<file path="config.mk">
export PLATFORM = sky130hd
export DESIGN_NAME = hspcb_queue
export DESIGN_NICKNAME = d
export VERILOG_FILES = /design/src/hspcb_pkg.sv /design/src/hspcb_queue.sv
export SDC_FILE = /design/constraint.sdc
export NUM_CORES = 1
export LEC_CHECK = 0
export BUFFER_PORTS_ARGS = -buffer_cell sky130_fd_sc_hd__buf_2
export CAP_MARGIN = 40
export CORE_ASPECT_RATIO = 0.7
export CORE_MARGIN = 5
export CORE_UTILIZATION = 25
export CTS_CLUSTER_SIZE = 40
export DETAILED_ROUTE_END_ITERATION = 16
export PLACE_DENSITY = 0.38
export SLEW_MARGIN = 0
export SYNTH_ARGS = -nofsm -noshare
export SYNTH_HDL_FRONTEND = slang
export SYNTH_SLANG_ARGS = --single-unit
</file>
<file path="constraint.sdc">
create_clock -name clk_i -period 3.4 [get_ports clk_i]
set_clock_uncertainty 0.1 [all_clocks]
set_input_delay 0.68 -clock clk_i [delete_from_list [all_inputs] [get_ports clk_i]]
set_output_delay 0.68 -clock clk_i [all_outputs]
set_load 0.05 [all_outputs]
</file>
<file path="src/hspcb_pkg.sv">
// shared constants and types for the half-space point clipper
`timescale 1ns / 1ps

package hspcb_pkg;

  localparam int NUM_PLANES_DEF       = 6;
  localparam int COORD_BITS_DEF       = 24;
  localparam int NORMAL_FRAC_BITS_DEF = 10;

  // register file layout
  localparam int PLANE_REGS  = 6;
  localparam int PLANE_W     = 64;
  localparam int NORMAL_W    = 12;
  localparam int DIST_W      = 28;
  localparam int CFG_ADDR_W  = 6;
  localparam int CFG_IDX_W   = 3;
  localparam int CFG_DATA_W  = 64;
  localparam int PIU_W       = 3;
  localparam int MODE_W      = 2;

  localparam logic [CFG_IDX_W-1:0] REG_PLANES_IN_USE = 3'd6;
  localparam logic [CFG_IDX_W-1:0] REG_CLIP_MODE     = 3'd7;

  localparam logic [MODE_W-1:0] CLIP_MODE_RESET = 2'd2;
  localparam int MODE_ENABLE_BIT = 0;
  localparam int MODE_INSIDE_BIT = 1;

  // front-to-back request queue
  localparam int QUEUE_DEPTH = 4;

  typedef struct packed {
    logic full;
    logic empty;
  } queue_stat_t;

endpackage

</file>
<file path="src/hspcb_queue.sv">
// short request queue between the classifier and the box tracker
`timescale 1ns / 1ps

module hspcb_queue #(
  parameter int ITEM_W = 74,
  parameter int DEPTH  = hspcb_pkg::QUEUE_DEPTH
) (
  input  logic                   clk_i,
  input  logic                   rst_ni,
  input  logic                   push_i,
  input  logic [ITEM_W-1:0]      push_data_i,
  input  logic                   pop_i,
  output logic [ITEM_W-1:0]      pop_data_o,
  output hspcb_pkg::queue_stat_t stat_o
);

  localparam int PTR_W = (DEPTH > 1) ? $clog2(DEPTH) : 1;
  localparam int CNT_W = $clog2(DEPTH + 1);

  logic [ITEM_W-1:0] mem_q [DEPTH];
  logic [PTR_W-1:0]  wr_q, wr_d, rd_q, rd_d;
  logic [CNT_W-1:0]  cnt_q, cnt_d;

  always_comb begin
    wr_d  = wr_q;
    rd_d  = rd_q;
    cnt_d = cnt_q;
    if (push_i) begin
      wr_d = (wr_q == PTR_W'(DEPTH - 1)) ? '0 : wr_q + 1'b1;
    end
    if (pop_i) begin
      rd_d = (rd_q == PTR_W'(DEPTH - 1)) ? '0 : rd_q + 1'b1;
    end
    if (push_i && !pop_i) begin
      cnt_d = cnt_q + 1'b1;
    end else if (pop_i && !push_i) begin
      cnt_d = cnt_q - 1'b1;
    end
  end

  always_ff @(posedge clk_i or negedge rst_ni) begin
    if (!rst_ni) begin
      wr_q  <= '0;
      rd_q  <= '0;
      cnt_q <= '0;
    end else begin
      wr_q  <= wr_d;
      rd_q  <= rd_d;
      cnt_q <= cnt_d;
    end
  end

  always_ff @(posedge clk_i) begin
    if (push_i) mem_q[wr_q] <= push_data_i;
  end

  assign pop_data_o   = mem_q[rd_q];
  assign stat_o.full  = (cnt_q == CNT_W'(DEPTH));
  assign stat_o.empty = (cnt_q == '0);

endmodule

</file>
==> flow_metrics.py, run 1 <==
metrics = {
    "status": {
        "status": "finished clean",
    },
    "clocking": {
        "htreeDepth": 1,
        "tritoncts": "done",
        "clock_latency_ps": 560,
        "cts.sink_count": 303,
        "clock_path_buffers": 3,
        "cts_resized": 0,
        "clkSlewWorstSetupHoldPaths_ps": 60,
        "numCtsBuffers": 31,
        "root_buffer": "clkbuf_16",
    },
    "route": {
        "routed_via_density": 4.11,
        "wl_per_cell_um": 20.1,
        "vias": 5059,
        "antenna_left": 0,
        "drt_iter0_markers": 265,
        "first_pass_iters": 4,
        "drc": 0,
        "routed_wl_um": 24700,
    },
    "final_layout": {
        "drive_above_1_share_pct": 47.1,
        "stdcell_area_um2": 13700,
        "final_net_count": 695,
        "area_delta_synth_final_pct": 23.0,
        "fillers": 4279,
    },
    "global_route": {
        "antenna_found_initial": 7,
        "grt_util_all_layers_pct": 9.83,
        "grt_first_pass_wirelength_um": 36900,
        "grt_max_degree": 44,
        "grt_remaining_overflow": 0,
        "grt_pass1_vias": 5651,
    },
    "placed_design": {
        "gp_congestion": 0.644,
        "io_buffers": 153,
        "postPlaceCellArea_um2": 12700,
        "hpwl_um": 15500,
    },
    "setup_path": {
        "end_kind": "output pin",
        "r2r_cells": 4,
        "critPathRequiredTime_ps": 2620,
        "cp_max_fo": 41,
        "crit_arrival_ps": 2350,
        "path_class": "flip-flop to output pin",
        "crit_path_start_kind": "flip-flop",
    },
    "sta": {
        "slew_headroom_pct": 51.0,
        "drv_slew": 0,
        "fmax_ghz": 0.319,
        "rsz0062_at_grt": "no",
        "fin_crit_ps": 3130,
        "tightest_slew_ps": 735,
        "period_share_pct": 92.1,
        "hold_viol_final": 0,
        "final-setup-viol-count": 0,
        "finalSetupTns_ps": 0,
    },
    "flow_run": {
        "cap_violations": 0,
    },
    "floorplan": {
        "rows": 64,
        "fp.dieH_um": 187,
        "die-area_um2": 48900,
        "initial_core_util_pct": 25.4,
        "core-area_um2": 43900,
        "ios": 154,
        "die_w_um": 262,
    },
    "yosys": {
        "syn_nets": 509,
        "synth-seq-cells": 303,
        "netlist_instances": 424,
        "synth.distinct_cells": 21,
        "ys_seq_area_share_pct": 81.4,
        "yosysWarnings": 0,
        "syn-cell-area_um2": 11100,
        "synth_area_per_cell_um2": 26.3,
    },
    "min_path": {
        "hold_path_depth": 1,
        "hold_path.class": "primary input to flip-flop",
    },
    "pwr": {
        "power.leakage_nw": 4.58,
        "ir_worst_vdd_v": 0.000452,
        "powerDensity_nw_per_um2": 974,
    },
}
routing by layer:
layer / routed length (µm) / vias up / global-route usage [%]
li1: - / 2196 / -
met1: 10700 / 2688 / 13.3
met2: 11800 / 113 / 15.7
met3: 1460 / 52 / 2.98
met4: 628 / 10 / 2.31
met5: 68 / - / 0
synthesized netlist by cell type:
cell	n	area [µm²]
xnor2_1	1	8.76
nor2_1	3	11.3
mux2_2	3	33.8
buf_2	6	30.0
buf_8	1	15.0
and2_1	4	25.0
xor2_1	2	17.5
clkbuf_1	2	7.51
fa_1	1	20.0
buf_4	3	22.5
edfxtp_1	296	8890
nor3_1	1	5.00
dfrtp_1	7	175
inv_1	4	15.0
buf_12	4	80.1
buf_6	1	11.3
mux4_2	74	1670
nor3b_1	1	7.51
ha_1	6	75.1
o21ai_0	2	10.0
nand2_1	2	7.51
placed cells by master (no fill, tap or decap), drive strengths merged, types with 2 or more instances in the layout:
master	netlist	routed
ha	6	6
bufinv	0	3
edfxtp	296	296
mux4	74	74
xor2	2	2
buf	15	169
diode	0	3
inv	4	5
clkinv	0	12
nand2	2	2
dfrtp	7	7
o21ai	2	2
and2	4	4
nor2	3	3
clkbuf	2	36
mux2	3	3
clkinvlp	0	4
path summary, 6_finish.rpt:
check | start | to | slack, ps
hold / removal | push_data_i[9] | mem_q[3][9] | 230
setup / recovery | rd_q[1] | pop_data_o[71] | 270
setup reg to reg | wr_q[0] | mem_q[0][56] | 1420
min in group asynchronous | rst_ni | cnt_q[0] | 390
max in group asynchronous | rst_ni | rd_q[1] | 2600
hold reg to reg | cnt_q[2] | cnt_q[2] | 390
report_power, final:
group	leakage [nW]	switching [W]	internal, W
registers	2.80	0.000304	0.00479
clock network	0.471	0.00140	0.00189
logic	1.31	0.00342	0.00153
total	4.58	0.00512	0.00821
metrics by stage:
step | setup WS, ps | std cells | utilization [%] | total power [W] | hold WS, ps
after floorplan | 451 | 424 | - | 0.00898 | 284
after global placement | 668 | 1169 | 28.9 | 0.0102 | 376
after detailed placement | 639 | 1169 | 28.9 | 0.0103 | 382
after CTS | 17.0 | 1226 | 31.1 | 0.0136 | 181
after global routing | 146 | 1227 | 31.2 | 0.0140 | 190
final | 270 | 1230 | 31.2 | 0.0133 | 228
state kept, by name, indices dropped and copies added (netlist names):
name / cells
mem_q: 296
rd_q: 2
cnt_q: 3
wr_q: 2
area by class of cell:
class	count	area, µm²	area share, %
Inverter	4	15.0	0.110
Clock buffer	36	795	5.80
Tap cell	594	743	5.43
Clock inverter	20	183	1.33
Antenna cell	3	7.51	0.0548
Sequential cell	303	9070	66.3
Timing Repair Buffer	170	978	7.15
Multi-Input combinational cell	100	1900	13.9
cells by family (layout without fill, tap and decap cells):
group	after synthesis	after routing	synth area share, %
AO/OA/AOI/OAI	2	2	0.0899
XOR/XNOR	3	3	0.236
adder cells (fa/ha/maj)	7	7	0.854
buffers and inverters	21	230	1.63
flip-flops	303	303	81.4
multiplexers	77	77	15.3
other	0	3	0
AND/OR/NAND/NOR	11	11	0.506
what timing repair did:
action | CTS | global route
hold buffers | 1 | 0
endpoints found under the hold margin | 7 | 0
setup buffers | 0 | 1
endpoints found under the setup margin | 0 | 17
worst max-delay path, stage by stage, from the launching register on:
cell     delay [ps]
dfrtp_4         900
buf_12          260
mux4_2          360
buf_2           240
No activity file was read; power rests on OpenSTA's default activity.
==> run 2, diff against run 1 <==
--- a/config.mk
+++ b/config.mk
@@ -9,11 +9,11 @@
 export CAP_MARGIN = 40
 export CORE_ASPECT_RATIO = 0.7
 export CORE_MARGIN = 5
-export CORE_UTILIZATION = 25
+export CORE_UTILIZATION = 57
 export CTS_CLUSTER_SIZE = 40
 export DETAILED_ROUTE_END_ITERATION = 16
-export PLACE_DENSITY = 0.38
-export SLEW_MARGIN = 0
+export PLACE_DENSITY = 0.76
+export SLEW_MARGIN = 40
 export SYNTH_ARGS = -nofsm -noshare
 export SYNTH_HDL_FRONTEND = slang
 export SYNTH_SLANG_ARGS = --single-unit
==> run 2 against run 1 <==
Sequential share of layout area up 2.8 points. Hold slack better by 42 ps. Combinational power down 3%. Via count is 2.3% lower. Critical endpoint is now pop_data_o[22]. Largest cell class unchanged.
==> flow_metrics.py, run 2 (synthesis results as in run 1) <==
metrics = {
    "setup_path": {
        "crit_arrival_ps": 2310,
        "crit_path_start_kind": "flip-flop",
        "path_class": "flip-flop to output pin",
        "cp_max_fo": 14,
        "cp_slowest_cell": "dfrtp_4",
        "startpoint": "rd_q[0]",
        "reg2reg_from": "wr_q[0]",
        "end_kind": "output pin",
        "crit_chain": "buf_4 > mux4_2 > buf_2",
        "max_stage_delay_ps": 630,
        "critPathRequiredTime_ps": 2620,
    },
    "route": {
        "antenna_left": 0,
        "first_pass_iters": 4,
        "routed_via_density": 5.59,
        "vias": 4943,
        "routed_wl_um": 19900,
        "drc": 0,
        "drt_iter0_markers": 397,
        "wl_per_cell_um": 22.5,
    },
    "clocking": {
        "htreeDepth": 1,
        "clock_path_buffers": 3,
        "clock_latency_ps": 520,
        "cts_resized": 0,
        "numCtsBuffers": 27,
        "cts.sink_count": 303,
        "clkSlewWorstSetupHoldPaths_ps": 60,
        "root_buffer": "clkbuf_16",
        "tritoncts": "done",
    },
    "global_route": {
        "grt_max_degree": 42,
        "grt_util_all_layers_pct": 18.0,
        "antenna_found_initial": 7,
        "grt_remaining_overflow": 0,
        "grt_pass1_vias": 5358,
        "grt_first_pass_wirelength_um": 30800,
    },
    "flow_run": {
        "cap_violations": 0,
    },
    "pwr": {
        "power.leakage_nw": 4.49,
        "p_int_w": 0.00805,
        "ir_worst_vdd_v": 0.000630,
        "p_comb_share_pct": 37.4,
        "p_switching_w": 0.00482,
        "swShare_pct": 37.5,
        "seqPwrFrac_pct": 39.5,
        "powerDensity_nw_per_um2": 981,
        "power_frac_clock_pct": 23.0,
    },
    "placed_design": {
        "hpwl_um": 12100,
        "dp.cells": 833,
        "io_buffers": 153,
        "gp_congestion": 0.710,
        "postPlaceCellArea_um2": 12200,
    },
    "sta": {
        "fin_crit_ps": 3090,
        "hold_viol_final": 0,
        "fmax_ghz": 0.324,
        "rsz0062_at_grt": "no",
        "period_share_pct": 90.8,
        "finalSetupTns_ps": 0,
        "slew_headroom_pct": 61.0,
        "drv_slew": 0,
        "tightest_slew_ps": 585,
        "final-setup-viol-count": 0,
    },
    "final_layout": {
        "most-common-layout-cells": "296 x edfxtp_1, 153 x buf_2, 74 x mux4_2, 27 x clkbuf_16",
        "layout.cells.most_common": "edfxtp_1",
        "final_net_count": 685,
        "fin_cells": 884,
        "largest_reg_flops": 296,
        "fillers": 1173,
        "stdcell_area_um2": 13100,
        "top_register": "mem_q",
        "top_regs": "mem_q (296), cnt_q (3)",
        "area_delta_synth_final_pct": 17.9,
        "drive_above_1_share_pct": 45.4,
    },
    "floorplan": {
        "core-area_um2": 19100,
        "initial_core_util_pct": 58.4,
        "fp.dieH_um": 127,
        "rows": 42,
        "die_w_um": 177,
        "ios": 154,
        "die-area_um2": 22500,
    },
    "status": {
        "status": "finished clean",
    },
    "min_path": {
        "hold_start": "push_data_i[6]",
        "hold_path.class": "primary input to flip-flop",
    },
}
==> run 2: per-stage QoR <==
stage | total power [W] | utilization (%) | hold slack [ps] | setup WS [ps]
finish | 0.0129 | 68.8 | 269 | 312
detailed placement | 0.0100 | 64.1 | 395 | 656
CTS | 0.0130 | 68.6 | 249 | 98.8
global route | 0.0134 | 68.8 | 251 | 176
global placement | 0.00991 | 64.1 | 373 | 673
floorplan | 0.00898 | - | 284 | 451
==> run 2: worst max-delay path, delay by kind of cell (launching register included) <==
| kind | cells | cell delay, ps |
|---|---|---|
| flops | 1 | 630 |
| buf+inv | 2 | 580 |
| mux | 1 | 560 |
==> run 2: metal layers <==
layer  up-vias  global-route usage [%]  wire length (µm)
met4        10                    3.73               371
met5         -                       0                52
met3        43                    6.51              2020
met2       171                    27.6              9290
li1       2166                       -                 -
met1      2553                    25.5              8150
==> run 2: area by class of cell <==
type                       count  area (µm²)  share of cell area, %
inverter                       4        15.0                  0.114
antenna                        3        7.51                 0.0572
sequential                   303        9070                   69.1
multi-input combinational    100        1900                   14.5
timing repair buffer         164         946                   7.21
clock inverter                13         160                   1.22
tap                          264         330                   2.52
clock buffer                  33         698                   5.32
==> run 2: path summary, 6_finish.rpt <==
kind,cells after the start,slack [ps],end
max,3,310,pop_data_o[22]
min,1,270,mem_q[1][6]
max reg2reg,4,1430,mem_q[0][26]
min reg2reg,1,410,cnt_q[2]
max in group asynchronous,2,2600,rd_q[0]
min in group asynchronous,2,420,rd_q[1]
==> run 2: repair_timing <==
action	CTS	global route
setup buffers	0	1
hold endpoints to repair	7	0
hold buffers	1	0
endpoints found under the setup margin	0	2
==> run 2: power groups by stage <==
| stage | Sequential, W | Combinational (W) | Clock (W) |
|---|---|---|---|
| 2_1_floorplan | 0.00500 | 0.00398 | 0 |
| 3_3_place_gp | 0.00516 | 0.00475 | 0 |
| 3_5_place_dp | 0.00521 | 0.00480 | 0 |
| 4_1_cts | 0.00514 | 0.00482 | 0.00303 |
| 5_1_grt | 0.00516 | 0.00508 | 0.00319 |
| 6_report | 0.00509 | 0.00481 | 0.00297 |
==> run 3, diff against run 2 <==
--- a/config.mk
+++ b/config.mk
@@ -9,10 +9,12 @@
 export CAP_MARGIN = 40
 export CORE_ASPECT_RATIO = 0.7
 export CORE_MARGIN = 5
-export CORE_UTILIZATION = 57
+export CORE_UTILIZATION = 59
+export CTS_BUF_LIST = sky130_fd_sc_hd__clkbuf_4 sky130_fd_sc_hd__clkbuf_8
 export CTS_CLUSTER_SIZE = 40
 export DETAILED_ROUTE_END_ITERATION = 16
-export PLACE_DENSITY = 0.76
+export GPL_ROUTABILITY_DRIVEN = 0
+export PLACE_DENSITY = 0.79
 export SLEW_MARGIN = 40
 export SYNTH_ARGS = -nofsm -noshare
 export SYNTH_HDL_FRONTEND = slang
==> run 3 against run 2 <==
Sequential share of layout area is 0.28 points higher. Fmax is 0.14% lower. Total power fell by 2.1%. Sequential cell count unchanged. Worst setup slack worse by 4.2 ps. Combinational power about the same. Die area shrank 3.2%. Clock power fell by 8.1%. Non-clock buffer count increased by 1. Final cell count grew 0.79%. Critical path type unchanged. Critical endpoint is now pop_data_o[27]. Largest power group unchanged. Highest routed layer unchanged.
==> flow_metrics.py, run 3 (synthesis results as in run 1) <==
metrics = {
    "clocking": {
        "numCtsBuffers": 43,
        "clock_latency_ps": 530,
        "htreeDepth": 2,
        "clkSlewWorstSetupHoldPaths_ps": 60,
        "holdBufCountCts": 1,
        "clock_path_buffers": 3,
        "cts.sink_count": 303,
        "cts_setup_buffers": 0,
        "root_buffer": "clkbuf_8",
        "tritoncts": "done",
        "cts_resized": 0,
    },
    "sta": {
        "hold_viol_final": 0,
        "tightest_slew_ps": 683,
        "hold_ws_ps": 264,
        "drv_slew": 0,
        "finalSetupTns_ps": 0,
        "final-setup-viol-count": 0,
        "period_share_pct": 90.9,
        "rsz0062_at_grt": "no",
        "slew_headroom_pct": 54.5,
        "fmax_ghz": 0.323,
        "fin_crit_ps": 3090,
    },
    "final_layout": {
        "layout.cells.most_common": "edfxtp_1",
        "stdcell_area_um2": 13100,
        "top_register": "mem_q",
        "most-common-layout-cells": "296 x edfxtp_1, 153 x buf_2, 74 x mux4_2, 46 x clkbuf_8, 24 x clkbuf_4",
        "multi_input_area_um2": 1900,
        "top_regs": "mem_q (296), cnt_q (3)",
        "final_net_count": 702,
        "area_delta_synth_final_pct": 17.4,
        "fillers": 1134,
        "fin_cells": 891,
        "regArea_um2": 9070,
        "largest_reg_flops": 296,
        "drive_above_1_share_pct": 49.3,
    },
    "setup_path": {
        "crit_chain": "buf_4 > mux4_2 > buf_2",
        "cp_max_fo": 19,
        "cp_slowest_cell": "dfrtp_4",
        "end_kind": "output pin",
        "reg2reg_from": "wr_q[0]",
        "path_buf_inv": 2,
        "crit_path_start_kind": "flip-flop",
        "startpoint": "rd_q[0]",
        "critPathRequiredTime_ps": 2620,
        "reg2reg_to": "mem_q[0][70]",
        "max_stage_delay_ps": 690,
        "crit_arrival_ps": 2310,
        "cp-endpoint": "pop_data_o[27]",
        "r2r_cells": 4,
        "cp_top_family": "flip-flops",
        "cp.depth": 3,
        "r2r_slack_ps": 1370,
        "path_class": "flip-flop to output pin",
    },
    "placed_design": {
        "dp.cells": 813,
        "postPlaceCellArea_um2": 12200,
        "io_buffers": 153,
        "hpwl_um": 12300,
    },
    "pwr": {
        "powerDensity_nw_per_um2": 964,
        "p_total_w": 0.0126,
        "ir_worst_vdd_v": 0.000770,
        "power.leakage_nw": 4.53,
    },
    "route": {
        "first_pass_iters": 4,
        "routed_via_density": 5.64,
        "drt_iter0_markers": 441,
        "wl_per_cell_um": 22.1,
        "routed_wl_um": 19700,
        "vias": 5024,
        "antenna_left": 0,
        "drc": 0,
    },
    "status": {
        "status": "finished clean",
    },
    "floorplan": {
        "ios": 154,
        "fp.dieH_um": 125,
        "rows": 42,
        "core-area_um2": 18700,
        "die-area_um2": 21800,
        "initial_core_util_pct": 59.5,
        "die_w_um": 174,
    },
    "global_route": {
        "grt_remaining_overflow": 0,
        "grt_first_pass_wirelength_um": 31000,
        "grt_max_degree": 47,
        "antenna_found_initial": 2,
        "grt_util_all_layers_pct": 18.6,
        "grt_pass1_vias": 5560,
    },
    "flow_run": {
        "cap_violations": 0,
    },
    "min_path": {
        "hold_path.class": "primary input to flip-flop",
    },
}
run 3: changes by cell type in the layout (fill, tap and decap cells not counted), moves of 3 or more:
| cell | change |
|---|---|
| clkbuf_1 | -6 |
| bufinv_16 | -4 |
| clkinv_1 | -3 |
| clkbuf_16 | -27 |
| clkbuf_8 | +46 |
| clkbuf_4 | +24 |
run 3: worst reg2reg max path, cell delays in order, from the launching register on:
cell and delay, ps:
dfrtp_1 420, inv_1 110, ha_1 160, and2_4 570, buf_12 310
run 3: metal layers:
layer	vias to the layer above	global-route usage [%]	share of wire (%)
met2	177	29.9	49
met1	2607	25.4	41
li1	2208	-	-
met3	28	5.52	8.2
met5	-	0	0.11
met4	4	5.17	1.2
run 3: cell type report:
type,instances,share of cell area (%)
flip-flops and latches,303,69.4
well taps,242,2.32
diodes,2,0.0383
inverters,4,0.115
multi-input cells,100,14.5
clock inverters,5,0.163
repair buffers,165,7.24
clock buffers,70,6.22
run 3: how the worst min path moves through the flow:
stage	slack (ps)	start	cells after the start	endpoint
2_1_floorplan	280	rst_ni	0	cnt_q[0]
3_3_place_gp	370	cnt_q[2]	1	cnt_q[2]
3_5_place_dp	380	cnt_q[2]	1	cnt_q[2]
4_1_cts	230	push_data_i[16]	1	mem_q[2][16]
5_1_grt	230	push_data_i[27]	1	mem_q[3][27]
6_report	260	push_data_i[16]	1	mem_q[2][16]
run 3: report_power, final:
group	switching, W	internal (W)	total, W	leakage [nW]
Combinational	0.00331	0.00150	0.00482	1.28
Clock	0.00122	0.00150	0.00273	0.454
Sequential	0.000266	0.00480	0.00506	2.80
Total	0.00480	0.00780	0.0126	4.53
run 3: stage by stage:
step                setup slack [ps]  utilization, %
finish                           308            69.9
global route                     139            69.9
CTS                              220            69.9
detailed placement               790            65.3
global placement                 799            65.3
floorplan                        451               -
