--- config.mk ---
export PLATFORM = sky130hd
export DESIGN_NAME = hspcb_back
export DESIGN_NICKNAME = d
export VERILOG_FILES = /design/src/hspcb_pkg.sv /design/src/hspcb_back.sv
export SDC_FILE = /design/constraint.sdc
export NUM_CORES = 1
export LEC_CHECK = 0
export BUFFER_PORTS_ARGS = -buffer_cell sky130_fd_sc_hd__buf_2
export CAP_MARGIN = 5
export CELL_PAD_IN_SITES_DETAIL_PLACEMENT = 0
export CELL_PAD_IN_SITES_GLOBAL_PLACEMENT = 1
export CORE_MARGIN = 8
export CORE_UTILIZATION = 42
export CTS_CLUSTER_SIZE = 20
export DETAILED_ROUTE_END_ITERATION = 10
export PLACE_DENSITY = 0.89
export SLEW_MARGIN = 10
export SYNTH_ARGS = -nofsm -noshare
export SYNTH_HDL_FRONTEND = slang
export SYNTH_SLANG_ARGS = --single-unit
--- constraint.sdc ---
create_clock -name clk_i -period 5.16 [get_ports clk_i]
set_input_delay 1.032 -clock clk_i [delete_from_list [all_inputs] [get_ports clk_i]]
set_output_delay 1.032 -clock clk_i [all_outputs]
set_load 0.05 [all_outputs]
--- src/hspcb_pkg.sv ---
// shared constants and types for the half-space point clipper
`timescale 1ns / 1ps

package hspcb_pkg;

  localparam int NUM_PLANES_DEF       = 6;
  localparam int COORD_BITS_DEF       = 24;
  localparam int NORMAL_FRAC_BITS_DEF = 10;

  // register file layout
  localparam int PLANE_REGS  = 6;
  localparam int PLANE_W     = 64;
  localparam int NORMAL_W    = 12;
  localparam int DIST_W      = 28;
  localparam int CFG_ADDR_W  = 6;
  localparam int CFG_IDX_W   = 3;
  localparam int CFG_DATA_W  = 64;
  localparam int PIU_W       = 3;
  localparam int MODE_W      = 2;

  localparam logic [CFG_IDX_W-1:0] REG_PLANES_IN_USE = 3'd6;
  localparam logic [CFG_IDX_W-1:0] REG_CLIP_MODE     = 3'd7;

  localparam logic [MODE_W-1:0] CLIP_MODE_RESET = 2'd2;
  localparam int MODE_ENABLE_BIT = 0;
  localparam int MODE_INSIDE_BIT = 1;

  // front-to-back request queue
  localparam int QUEUE_DEPTH = 4;

  typedef struct packed {
    logic full;
    logic empty;
  } queue_stat_t;

endpackage

--- src/hspcb_back.sv ---
// back end: running bounding box of kept points and the result register
`timescale 1ns / 1ps

module hspcb_back #(
  parameter int COORD_BITS = hspcb_pkg::COORD_BITS_DEF,
  parameter int ITEM_W     = 3 * COORD_BITS + 2
) (
  input  logic                          clk_i,
  input  logic                          rst_ni,
  input  hspcb_pkg::queue_stat_t        q_stat_i,
  input  logic [ITEM_W-1:0]             pop_data_i,
  output logic                          pop_o,
  output logic                          out_valid_o,
  input  logic                          out_ready_i,
  output logic                          kept_o,
  output logic signed [COORD_BITS-1:0]  out_x_o,
  output logic signed [COORD_BITS-1:0]  out_y_o,
  output logic signed [COORD_BITS-1:0]  out_z_o,
  output logic                          any_kept_o,
  output logic signed [COORD_BITS-1:0]  min_x_o,
  output logic signed [COORD_BITS-1:0]  min_y_o,
  output logic signed [COORD_BITS-1:0]  min_z_o,
  output logic signed [COORD_BITS-1:0]  max_x_o,
  output logic signed [COORD_BITS-1:0]  max_y_o,
  output logic signed [COORD_BITS-1:0]  max_z_o
);

  logic                         have_q, have_d;
  logic signed [COORD_BITS-1:0] lo_q [3];
  logic signed [COORD_BITS-1:0] hi_q [3];
  logic signed [COORD_BITS-1:0] lo_d [3];
  logic signed [COORD_BITS-1:0] hi_d [3];
  logic signed [COORD_BITS-1:0] pt [3];
  logic                         it_new, it_kept;
  logic                         out_valid_q;
  logic                         res_kept_q;
  logic signed [COORD_BITS-1:0] res_pt_q [3];

  assign pt[0]   = pop_data_i[COORD_BITS-1:0];
  assign pt[1]   = pop_data_i[2*COORD_BITS-1:COORD_BITS];
  assign pt[2]   = pop_data_i[3*COORD_BITS-1:2*COORD_BITS];
  assign it_kept = pop_data_i[3*COORD_BITS];
  assign it_new  = pop_data_i[3*COORD_BITS+1];

  assign pop_o = !q_stat_i.empty && (!out_valid_q || out_ready_i);

  always_comb begin
    have_d = it_new ? 1'b0 : have_q;
    for (int i = 0; i < 3; i++) begin
      lo_d[i] = it_new ? '0 : lo_q[i];
      hi_d[i] = it_new ? '0 : hi_q[i];
    end
    if (it_kept) begin
      for (int i = 0; i < 3; i++) begin
        // first kept point of a cloud seeds both corners
        if (!have_d || pt[i] < lo_d[i]) lo_d[i] = pt[i];
        if (!have_d || pt[i] > hi_d[i]) hi_d[i] = pt[i];
      end
      have_d = 1'b1;
    end
  end

  always_ff @(posedge clk_i or negedge rst_ni) begin
    if (!rst_ni) begin
      out_valid_q <= 1'b0;
      have_q      <= 1'b0;
      for (int i = 0; i < 3; i++) begin
        lo_q[i] <= '0;
        hi_q[i] <= '0;
      end
    end else begin
      if (pop_o) begin
        out_valid_q <= 1'b1;
        have_q      <= have_d;
        for (int i = 0; i < 3; i++) begin
          lo_q[i] <= lo_d[i];
          hi_q[i] <= hi_d[i];
        end
      end else if (out_ready_i) begin
        out_valid_q <= 1'b0;
      end
    end
  end

  always_ff @(posedge clk_i) begin
    if (pop_o) begin
      res_kept_q <= it_kept;
      for (int i = 0; i < 3; i++) res_pt_q[i] <= pt[i];
    end
  end

  // box state only moves on a pop, so it doubles as the result's box
  assign out_valid_o = out_valid_q;
  assign kept_o      = res_kept_q;
  assign out_x_o     = res_pt_q[0];
  assign out_y_o     = res_pt_q[1];
  assign out_z_o     = res_pt_q[2];
  assign any_kept_o  = have_q;
  assign min_x_o     = lo_q[0];
  assign min_y_o     = lo_q[1];
  assign min_z_o     = lo_q[2];
  assign max_x_o     = hi_q[0];
  assign max_y_o     = hi_q[1];
  assign max_z_o     = hi_q[2];

endmodule

==> run summary, run 1 <==
Outcome -> finished clean
Ports -> 299
Seq cells post-synth -> 219
CTS tree -> done
Hold buffers post-CTS -> 0
Yosys warning total -> 0
Grt total ovfl -> 0
Share of cells above drive strength 1 -> 27.0%
Number of CTS-inserted buffers -> 26
Unrepaired setup endpoints after global routing -> false
Hold Crit Class -> in -> async
# nets final -> 1561
Hold_ws -> 0.504 ns
Vias -> 9475
Antenna-violating nets left -> 0
IO buf count -> 297
Worst-path fanout max -> 100
Clk root buf -> clkbuf_16
Critical Path RT -> 5.63 ns
Slowest Stage Delay on Critical Path -> 0.64 ns
Setup ws final -> 1.06 ns
Critical path's slowest cell -> buf_4
R2R setup slack -> 1.88 ns
Core ar. -> 27900 um^2
Gpl congestion -> 0.820
Final number of setup-violating endpoints -> 0
Setup TNS -> 0 ns
Worst slack, placed -> 0.509 ns
Initial antenna violation count -> 2
Reg-to-Reg Start -> max_z_o[23]
Top_reg_cell synth -> dfrtp_1
Routed WL -> 34.9 mm
Post-route cell area -> 14900 um^2
Initial Util -> 42.7%
Worst-path clk slew -> 0.06 ns
Die height -> 184 um
Time the worst path needs with I/O delays and setup -> 4.10 ns
Vias per cell -> 5.45
Yosys cell types -> 48
Slew Limit Fails -> 0
Setup bufs post-CTS -> 0
Critical path launch point type -> input port
CP Launch Point -> pop_data_i[73]
FF-to-FF path depth -> 10
# clock sinks -> 219
Layout Cells excl Fill -> 1740
Post-DP HPWL -> 25.3 mm
Post-CTS Resized -> 0
Synth Area per Inst -> 11.3 um^2
FP Rows -> 61
Clk buf depth -> 3
Global-route wire length before repair -> 54.3 mm
Clk_lat worst skew -> 0.54 ns
Pwr dens -> 450 nW/um^2
Most common cell after layout, fill and taps aside -> buf_2
WL/cell -> 20.1 um
Max Clk Rate -> 244 MHz
Commonest cells after routing, fill and taps aside -> buf_2, dfrtp_1, ha_1, nand2b_1, edfxtp_1
Final Skew -> 0.0170 ns
Net count after synthesis -> 1272
Asr flop ratio synth -> 66.7%
Area grow syn2layout -> 25.0%
Crit end category -> flip-flop
Die footprint -> 33900 um^2
Drt drc -> 0
Worst endpoint data arrival time -> 4.57 ns
Cell Chain, Critical Path -> buf_4, buf_4, nand2b_1, ha_1, a21oi_1, o21ai_0, a21oi_1, o211ai_1, or4_1, o211ai_1, buf_4, a32o_1
EDFF count, synth -> 73
Fillers -> 2468
Max VDD drop -> 337 uV
Max-cap viol count -> 0
Leakage Power -> 7.04 nW
H-tree levels -> 1
Post-synthesis sequential area ratio -> 49.2%
Post-Syn Area -> 11900 um^2
First-iteration detailed-routing DRC count -> 633
Drt first pass iters -> 4
Placed instance area -> 13800 um^2
CP endpoint -> max_x_o[9]
Final worst path period share -> 79.4%
Crit Path Class -> in -> reg
Endpoints failing hold -> 0
RR Endpoint -> max_z_o[16]
GRT Overall Usage -> 20.0%
Die width -> 184 um
CP dominant cell by count -> buf_4
Placed cells -> 1691
Number of global-route vias before repair -> 9711
Max-slew headroom -> 26.8%
Worst-margin pin slew -> 1.09 ns
Cells after Synth -> 1052
Largest net degree at the start of global routing -> 101
## stage by stage
step                      utilization [%]  total power [mW]
after global placement               49.5              4.44
after global routing                 53.3              6.98
after detailed placement             49.5              4.49
final                                53.3              6.69
after CTS                            53.3              6.75
after floorplan                         -              3.84
## worst max-delay path: cells and delay by family
kind	cells	cell delay, ns
adders and majority gates	1	0.26
buffers and inverters	3	1.32
AOI/OAI and AO/OA	6	1.23
and+or+nand+nor	2	0.67
## registers in the layout (all words and copies together), names as in the netlist
| register | flops |
|---|---|
| max_z_o | 24 |
| kept_o | 1 |
| min_y_o | 24 |
| max_y_o | 24 |
| out_valid_o | 1 |
| res_pt_q | 72 |
| any_kept_o | 1 |
| min_x_o | 24 |
| max_x_o | 24 |
| min_z_o | 24 |
## cell families (layout without fill, tap and decap cells)
family / after synthesis / count (layout) / share of synthesized area [%]
flip-flops: 219 / 219 / 49.2
buffers and inverters: 89 / 398 / 2.98
multiplexers: 24 / 24 / 2.02
AND/OR/NAND/NOR: 301 / 301 / 14.0
adder cells (fa/ha/maj): 141 / 141 / 14.8
AO/OA/AOI/OAI: 278 / 278 / 17.0
other: 0 / 1 / 0
## area by class of cell
cell class	count	area [um^2]	share of cell area (%)
clock buffer	28	689	4.64
sequential	219	5850	39.3
multi-input combinational	744	5700	38.4
antenna	1	2.50	0.0168
tap	378	473	3.18
clock inverter	20	370	2.49
inverter	37	139	0.935
timing repair buffer	313	1640	11.0
## metal layers
metal / share of wire (%) / GRT usage (%)
met5: 0.037 / 0
met4: 2.1 / 5.49
met3: 7.4 / 4.82
met2: 47 / 32.8
met1: 43 / 26.1
## worst min path at each step
| stage | to | cells past startpoint |
|---|---|---|
| CTS | min_x_o[8] | 1 |
| global placement | min_y_o[14] | 1 |
| detailed placement | min_y_o[20] | 1 |
| finish | min_x_o[8] | 1 |
| global route | min_x_o[12] | 1 |
| floorplan | any_kept_o | 0 |
## power by group
part | switching, mW | total [mW] | internal [mW]
combinational | 1.58 | 2.18 | 0.599
sequential | 0.205 | 2.27 | 2.07
clock | 0.769 | 2.24 | 1.47
## Yosys cell counts, types with 5 or more instances
cell / count / share of area (%)
o21ai_0: 28 / 1.2
a21o_1: 40 / 2.5
mux2i_1: 24 / 2.0
clkbuf_1: 44 / 1.4
a21oi_1: 72 / 3.0
a32o_1: 23 / 1.9
nand4_1: 30 / 1.6
nand2b_1: 140 / 7.4
inv_1: 37 / 1.2
nor4_1: 6 / 0.32
o211ai_1: 9 / 0.57
and2_1: 5 / 0.26
ha_1: 141 / 15
nand2_1: 73 / 2.3
nor3_1: 8 / 0.34
nor2_1: 18 / 0.57
edfxtp_1: 73 / 18
dfrtp_1: 146 / 31
nor2b_1: 6 / 0.32
a22o_1: 72 / 5.3
nand3_1: 6 / 0.25
No activity file was read; power rests on OpenSTA's default activity.
==> run 2, diff against run 1 <==
ABC_AREA = 1   (was not set)
CORE_UTILIZATION = 40   (was 42)
clock period = 3.8 ns   (was 5.16 ns; I/O delays follow)
==> run summary, run 2 <==
Largest Register -> res_pt_q
Max Clk Rate -> 334 MHz
Die height -> 200 um (+8.7%)
CTS tree -> done
WL/cell -> 16.8 um (-16%)
Synth Area per Inst -> 7.69 um^2 (-32%)
Leakage Power -> 8.96 nW (+27%)
Die footprint -> 40100 um^2 (+18%)
Routed WL -> 42.2 mm (+21%)
Hold buffers post-CTS -> 0 (unchanged)
Drt first pass iters -> 5 (+1)
Area grow syn2layout -> 21.8%
Post-Syn Area -> 13600 um^2 (+14%)
Final Skew -> 0.0150 ns (-0.00204 ns)
Yosys cell types -> 29 (-40%)
GRT Overall Usage -> 20.3% (+0.29 points)
Share of cells above drive strength 1 -> 19.3% (-7.7 points)
Final worst path period share -> 78.7%
First-iteration detailed-routing DRC count -> 892 (+41%)
Time the worst path needs with I/O delays and setup -> 2.99 ns
Global-route wire length before repair -> 68.0 mm (+25%)
Max-cap viol count -> 0 (unchanged)
Number of global-route vias before repair -> 12.7k (+30%)
Vias -> 12.9k (+37%)
Drt drc -> 0 (unchanged)
Gpl congestion -> 0.856 (+4.4%)
Post-DP HPWL -> 30.1 mm (+19%)
Util after Layout -> 49.4% (-3.9 points)
Cell Chain, Critical Path -> buf_2, inv_4, buf_12, nand2_1, ha_1, nand2_1, inv_2, nand4_1, nor2_1, nand2_1, nand3_1, nand2_1, nand2_1, nand2_1, nand2_2, buf_4, nand3_1, nand3_1, nand2_1
Count leader, synth -> nand2_1
FF-to-FF path depth -> 16 (+6)
Post-synthesis sequential area ratio -> 43.1% (-6.1 points)
Grt total ovfl -> 0 (unchanged)
Asr flop ratio synth -> 66.7% (unchanged)
Yosys warning total -> 0 (unchanged)
ANT cells -> 0 (-1)
Largest cells by area after synthesis -> dfrtp_1, nand2_1, edfxtp_1
Critical path's slowest cell -> ha_1
Net count after synthesis -> 1986 (+56%)
Outcome -> finished clean
Cells after Synth -> 1766 (+68%)
Vias per cell -> 5.15 (-5.4%)
Unrepaired setup endpoints after global routing -> false
Final number of setup-violating endpoints -> 0 (unchanged)
Worst-path clk slew -> 0.06 ns (about the same)
Area leader, netlist -> dfrtp_1
Worst-margin pin slew -> 1.00 ns (-0.0900 ns)
Core ar. -> 33400 um^2 (+20%)
Most common cell after layout, fill and taps aside -> nand2_1
Post-CTS Resized -> 0 (unchanged)
Largest net degree at the start of global routing -> 121 (+20%)
Critical path launch point type -> input port
Pwr dens -> 535 nW/um^2 (+19%)
Worst endpoint data arrival time -> 3.41 ns (-1.16 ns)
Worst-path fanout max -> 38 (-62%)
Initial Util -> 40.6% (-2.1 points)
CP dominant cell by count -> nand2_1
H-tree levels -> 1 (unchanged)
IO buf count -> 297 (unchanged)
Max VDD drop -> 383 uV (+14%)
Fillers -> 3253 (+32%)
Ports -> 299 (unchanged)
Number of CTS-inserted buffers -> 27 (+3.8%)
FP Rows -> 67 (+9.8%)
Clk_lat worst skew -> 0.54 ns (about the same)
Die width -> 200 um (+8.7%)
EDFF count, synth -> 73 (unchanged)
Crit end category -> flip-flop
Largest register FFs -> 72 (unchanged)
Critical Path RT -> 4.22 ns (-1.41 ns)
Top_reg_cell synth -> dfrtp_1
Antenna-violating nets left -> 0 (unchanged)
Clk root buf -> clkbuf_16
Slowest Stage Delay on Critical Path -> 0.36 ns (-0.28 ns)
Max-slew headroom -> 33.1% (+6.3 points)
# clock sinks -> 219 (unchanged)
Crit Path Class -> in -> reg
Seq cells post-synth -> 219 (unchanged)
Hold Crit Class -> in -> async
Commonest cells after routing, fill and taps aside -> nand2_1, nand3_1, buf_2, dfrtp_1, ha_1
Setup bufs post-CTS -> 0 (unchanged)
Clk buf depth -> 3 (unchanged)
Slew Limit Fails -> 0 (unchanged)
# nets final -> 2264 (+45%)
Post-synth top area share -> 26.9% (-3.8 points)
Endpoints failing hold -> 0 (unchanged)
Setup TNS -> 0 ns (unchanged)
Initial antenna violation count -> 0 (-2)
Commonest cells in the netlist -> nand2_1, nand3_1, dfrtp_1, ha_1, inv_1
[run 2: changes by cell type after synthesis, moves of 30 or more]
cell      change
a22o_1       -72
nor2_1       +30
a21o_1       -37
nand3_1     +291
inv_1        +83
nand2_1     +651
nand2b_1    -140
[run 2: final timing paths]
| path | start | end | slack (ns) |
|---|---|---|---|
| worst max-delay path | pop_data_i[73] | max_y_o[7] | 0.81 |
| worst min-delay path | rst_ni | min_x_o[11] | 0.30 |
| worst max register to register | max_z_o[23] | max_z_o[5] | 1.15 |
| worst min register to register | max_x_o[16] | max_x_o[16] | 0.50 |
| max in group asynchronous | rst_ni | min_z_o[16] | 2.56 |
| min in group clk_i | pop_data_i[24] | res_pt_q[0][24] | 0.45 |
[run 2: cell type report]
cell class / count / area (um^2) / area share [%]
clock buffer: 32 / 714 / 4.32
multi-input combinational: 1337 / 6890 / 41.7
timing repair buffer: 336 / 1880 / 11.3
clock inverter: 17 / 184 / 1.11
inverter: 123 / 467 / 2.82
tap: 448 / 561 / 3.39
sequential: 219 / 5850 / 35.3
[run 2: kinds of logic after synthesis]
kind of cell | after synthesis | synth area share, %
simple gates | 1106 | 34.1
compound gates | 90 | 3.60
fa+ha+maj | 141 | 13.0
flops | 219 | 43.1
buf+inv | 210 | 6.27
[run 2: power breakdown]
group	switching (mW)	total (mW)	internal, mW
logic	2.41	3.23	0.815
clock network	1.04	2.59	1.55
registers	0.253	3.04	2.78
total	3.70	8.85	5.15
[run 2: routing by layer]
metal | up-vias | part of all wire, % | routed length, um | global-route usage (%)
li1 | 6389 | - | - | -
met1 | 6050 | 44 | 18400 | 26.6
met2 | 432 | 47 | 19900 | 33.6
met3 | 70 | 6.9 | 2920 | 3.78
met4 | 0 | 2.3 | 959 | 6.46
met5 | - | 0 | 0 | 0
[run 2: metrics by stage]
step | worst slack, ns | power, mW | instances | area (um^2) | hold slack [ns]
finish | 0.810 | 8.85 | 2512 | 16500 | 0.296
CTS | 0.811 | 8.95 | 2512 | 16500 | 0.329
global placement | 0.311 | 6.27 | 2463 | 15600 | 0.483
detailed placement | 0.249 | 6.32 | 2463 | 15600 | 0.486
floorplan | 0.692 | 5.36 | 1766 | 13600 | 0.464
global route | 0.498 | 9.34 | 2512 | 16500 | 0.360
[run 2: critical path: cells and delay by family]
kind,cells,cell delay [ns]
fa+ha+maj,1,0.36
buf+inv,5,0.96
simple gates,13,1.29
==> run 3, diff against run 2 <==
clock period = 3.1 ns   (was 3.8 ns; I/O delays follow)
==> run summary, run 3 (synthesized netlist as in run 2, its figures left out) <==
Clk_lat worst skew -> 0.55 ns (about the same)
Slew Limit Fails -> 0 (unchanged)
GRT Overall Usage -> 20.6% (+0.32 points)
IO buf count -> 297 (unchanged)
Setup bufs post-CTS -> 0 (unchanged)
Clk buf depth -> 3 (unchanged)
Routed WL -> 42.6 mm (+0.90%)
Post-CTS Resized -> 0 (unchanged)
Max VDD drop -> 462 uV (+21%)
Worst endpoint data arrival time -> 3.06 ns (-0.35 ns)
Critical Path RT -> 3.52 ns (-0.70 ns)
FP Rows -> 67 (unchanged)
First-iteration detailed-routing DRC count -> 872 (-2.2%)
Clk root buf -> clkbuf_16
Most common cell after layout, fill and taps aside -> nand2_1
Time the worst path needs with I/O delays and setup -> 2.64 ns
Ports -> 299 (unchanged)
Worst-margin pin slew -> 0.722 ns (-0.281 ns)
# clock sinks -> 219 (unchanged)
Vias per cell -> 5.10 (-1.0%)
Final number of setup-violating endpoints -> 0 (unchanged)
Area grow syn2layout -> 24.2%
Global-route wire length before repair -> 69.1 mm (+1.5%)
ANT cells -> 0 (unchanged)
Core ar. -> 33400 um^2 (unchanged)
Largest Register -> res_pt_q
Number of global-route vias before repair -> 12.9k (+1.5%)
Initial Util -> 40.6% (unchanged)
Antenna-violating nets left -> 0 (unchanged)
R2R setup slack -> 0.60 ns (-0.55 ns)
Die footprint -> 40100 um^2 (unchanged)
Crit end category -> flip-flop
Layout Cells excl Fill -> 2540 (+1.1%)
Worst-path clk slew -> 0.06 ns (about the same)
FF-to-FF path depth -> 16 (unchanged)
Grt total ovfl -> 0 (unchanged)
Hold buffers post-CTS -> 0 (unchanged)
CTS tree -> done
Leakage Power -> 9.13 nW (+1.9%)
# nets final -> 2293 (+1.3%)
Critical path launch point type -> input port
Combinational power share -> 37.7% (+1.3 points)
Net Sw Frac -> 42.1% (+0.29 points)
Pwr dens -> 640 nW/um^2 (+20%)
Placed cells -> 2493 (+1.2%)
Reg-to-Reg Start -> max_z_o[23]
Worst-path fanout max -> 32 (-16%)
Commonest cells after routing, fill and taps aside -> nand2_1, nand3_1, buf_2, dfrtp_1, ha_1
Die width -> 200 um (unchanged)
Gpl congestion -> 0.874 (+2.1%)
Unrepaired setup endpoints after global routing -> false
Drt drc -> 0 (unchanged)
WL/cell -> 16.8 um (-0.22%)
Internal -> 6.24 mW (+21%)
RR Endpoint -> max_z_o[11]
Vias -> 12.9k (+0.062%)
H-tree levels -> 1 (unchanged)
Max-slew headroom -> 51.8% (+19 points)
Outcome -> finished clean
Die height -> 200 um (unchanged)
Drt first pass iters -> 5 (unchanged)
Hold Crit Class -> in -> async
Endpoints failing hold -> 0 (unchanged)
Max Clk Rate -> 378 MHz
Share of cells above drive strength 1 -> 20.3% (+0.98 points)
Flop pwr share -> 34.5% (+0.2 points)
Post-DP HPWL -> 30.8 mm (+2.3%)
Max-cap viol count -> 0 (unchanged)
Final Skew -> 0.0233 ns (+0.00833 ns)
Hold_ws -> 0.0334 ns (-0.262 ns)
P_sw -> 4.55 mW (+23%)
Clock power share -> 27.8% (-1.5 points)
Crit Path Class -> in -> reg
Largest net degree at the start of global routing -> 113 (-6.6%)
Initial antenna violation count -> 1 (+1)
Number of CTS-inserted buffers -> 26 (-3.7%)
Largest register FFs -> 72 (unchanged)
Final worst path period share -> 85.3%
-- run 3: changes by cell type in the layout (fill, tap and decap cells not counted) --
cell and delta:
buf_4 +17, buf_12 +13, bufinv_16 -2, clkinv_2 -2
clkbuf_1 +1, clkbuf_8 +1, clkinv_1 +1, clkinv_4 -1
clkinvlp_4 +1, inv_8 -1
-- run 3: cell type report --
type	instances	area, um^2
clock buffers	34	732
clock inverters	13	105
fillers	3259	16600
inverters	123	467
multi-input cells	1337	6890
flip-flops and latches	219	5850
well taps	448	561
repair buffers	366	2260
-- run 3: how the worst max path moves through the flow --
| stage | to | cells past startpoint | startpoint | slack (ns) |
|---|---|---|---|---|
| finish | max_y_o[16] | 21 | pop_data_i[73] | 0.46 |
| CTS | max_z_o[11] | 19 | pop_data_i[73] | 0.47 |
| detailed placement | max_z_o[3] | 19 | pop_data_i[73] | -0.09 |
| global placement | max_y_o[17] | 21 | pop_data_i[73] | -0.05 |
| floorplan | min_x_o[0] | 16 | pop_data_i[73] | 0.13 |
| global route | min_y_o[11] | 19 | pop_data_i[73] | 0.21 |
-- run 3: worst max-delay path: stages --
cell and delay, ns:
buf_2 0.12, inv_4 0.12, buf_12 0.20, buf_4 0.26
nand2_1 0.11, ha_1 0.31, a21oi_1 0.21, nand2_1 0.08
nand2_1 0.06, nand2_1 0.05, nand2_1 0.07, nand3_1 0.07
nand2_1 0.06, nand2_1 0.04, nand2_1 0.06, nand2_2 0.08
nand2_2 0.13, buf_4 0.18, nand2_1 0.06, nand3_1 0.06
nand2_1 0.07
-- run 3: layer usage --
| layer | wire length, um | track usage, % |
|---|---|---|
| met3 | 3010 | 4.11 |
| met1 | 18400 | 26.5 |
| met5 | 8 | 0 |
| met4 | 1190 | 7.15 |
| met2 | 20000 | 34.2 |
-- run 3: power groups by stage --
| stage | clock, mW | combinational, mW | sequential, mW |
|---|---|---|---|
| final | 3.00 | 4.07 | 3.72 |
| after CTS | 3.07 | 4.10 | 3.72 |
| after global placement | 0 | 4.03 | 3.76 |
| after floorplan | 0 | 1.43 | 5.15 |
| after detailed placement | 0 | 4.09 | 3.77 |
| after global routing | 3.18 | 4.43 | 3.78 |
-- run 3: metrics by stage --
| stage | worst slack, ns | instance area, um^2 | setup TNS, ns | utilization [%] | total power, mW |
|---|---|---|---|---|---|
| after floorplan | 0.132 | 13600 | 0 | - | 6.57 |
| after global placement | -0.0518 | 16000 | -1.59 | 47.9 | 7.79 |
| after detailed placement | -0.0910 | 16000 | -3.02 | 47.9 | 7.86 |
| after CTS | 0.466 | 16900 | 0 | 50.4 | 10.9 |
| after global routing | 0.212 | 16900 | 0 | 50.4 | 11.4 |
| final | 0.456 | 16900 | 0 | 50.4 | 10.8 |
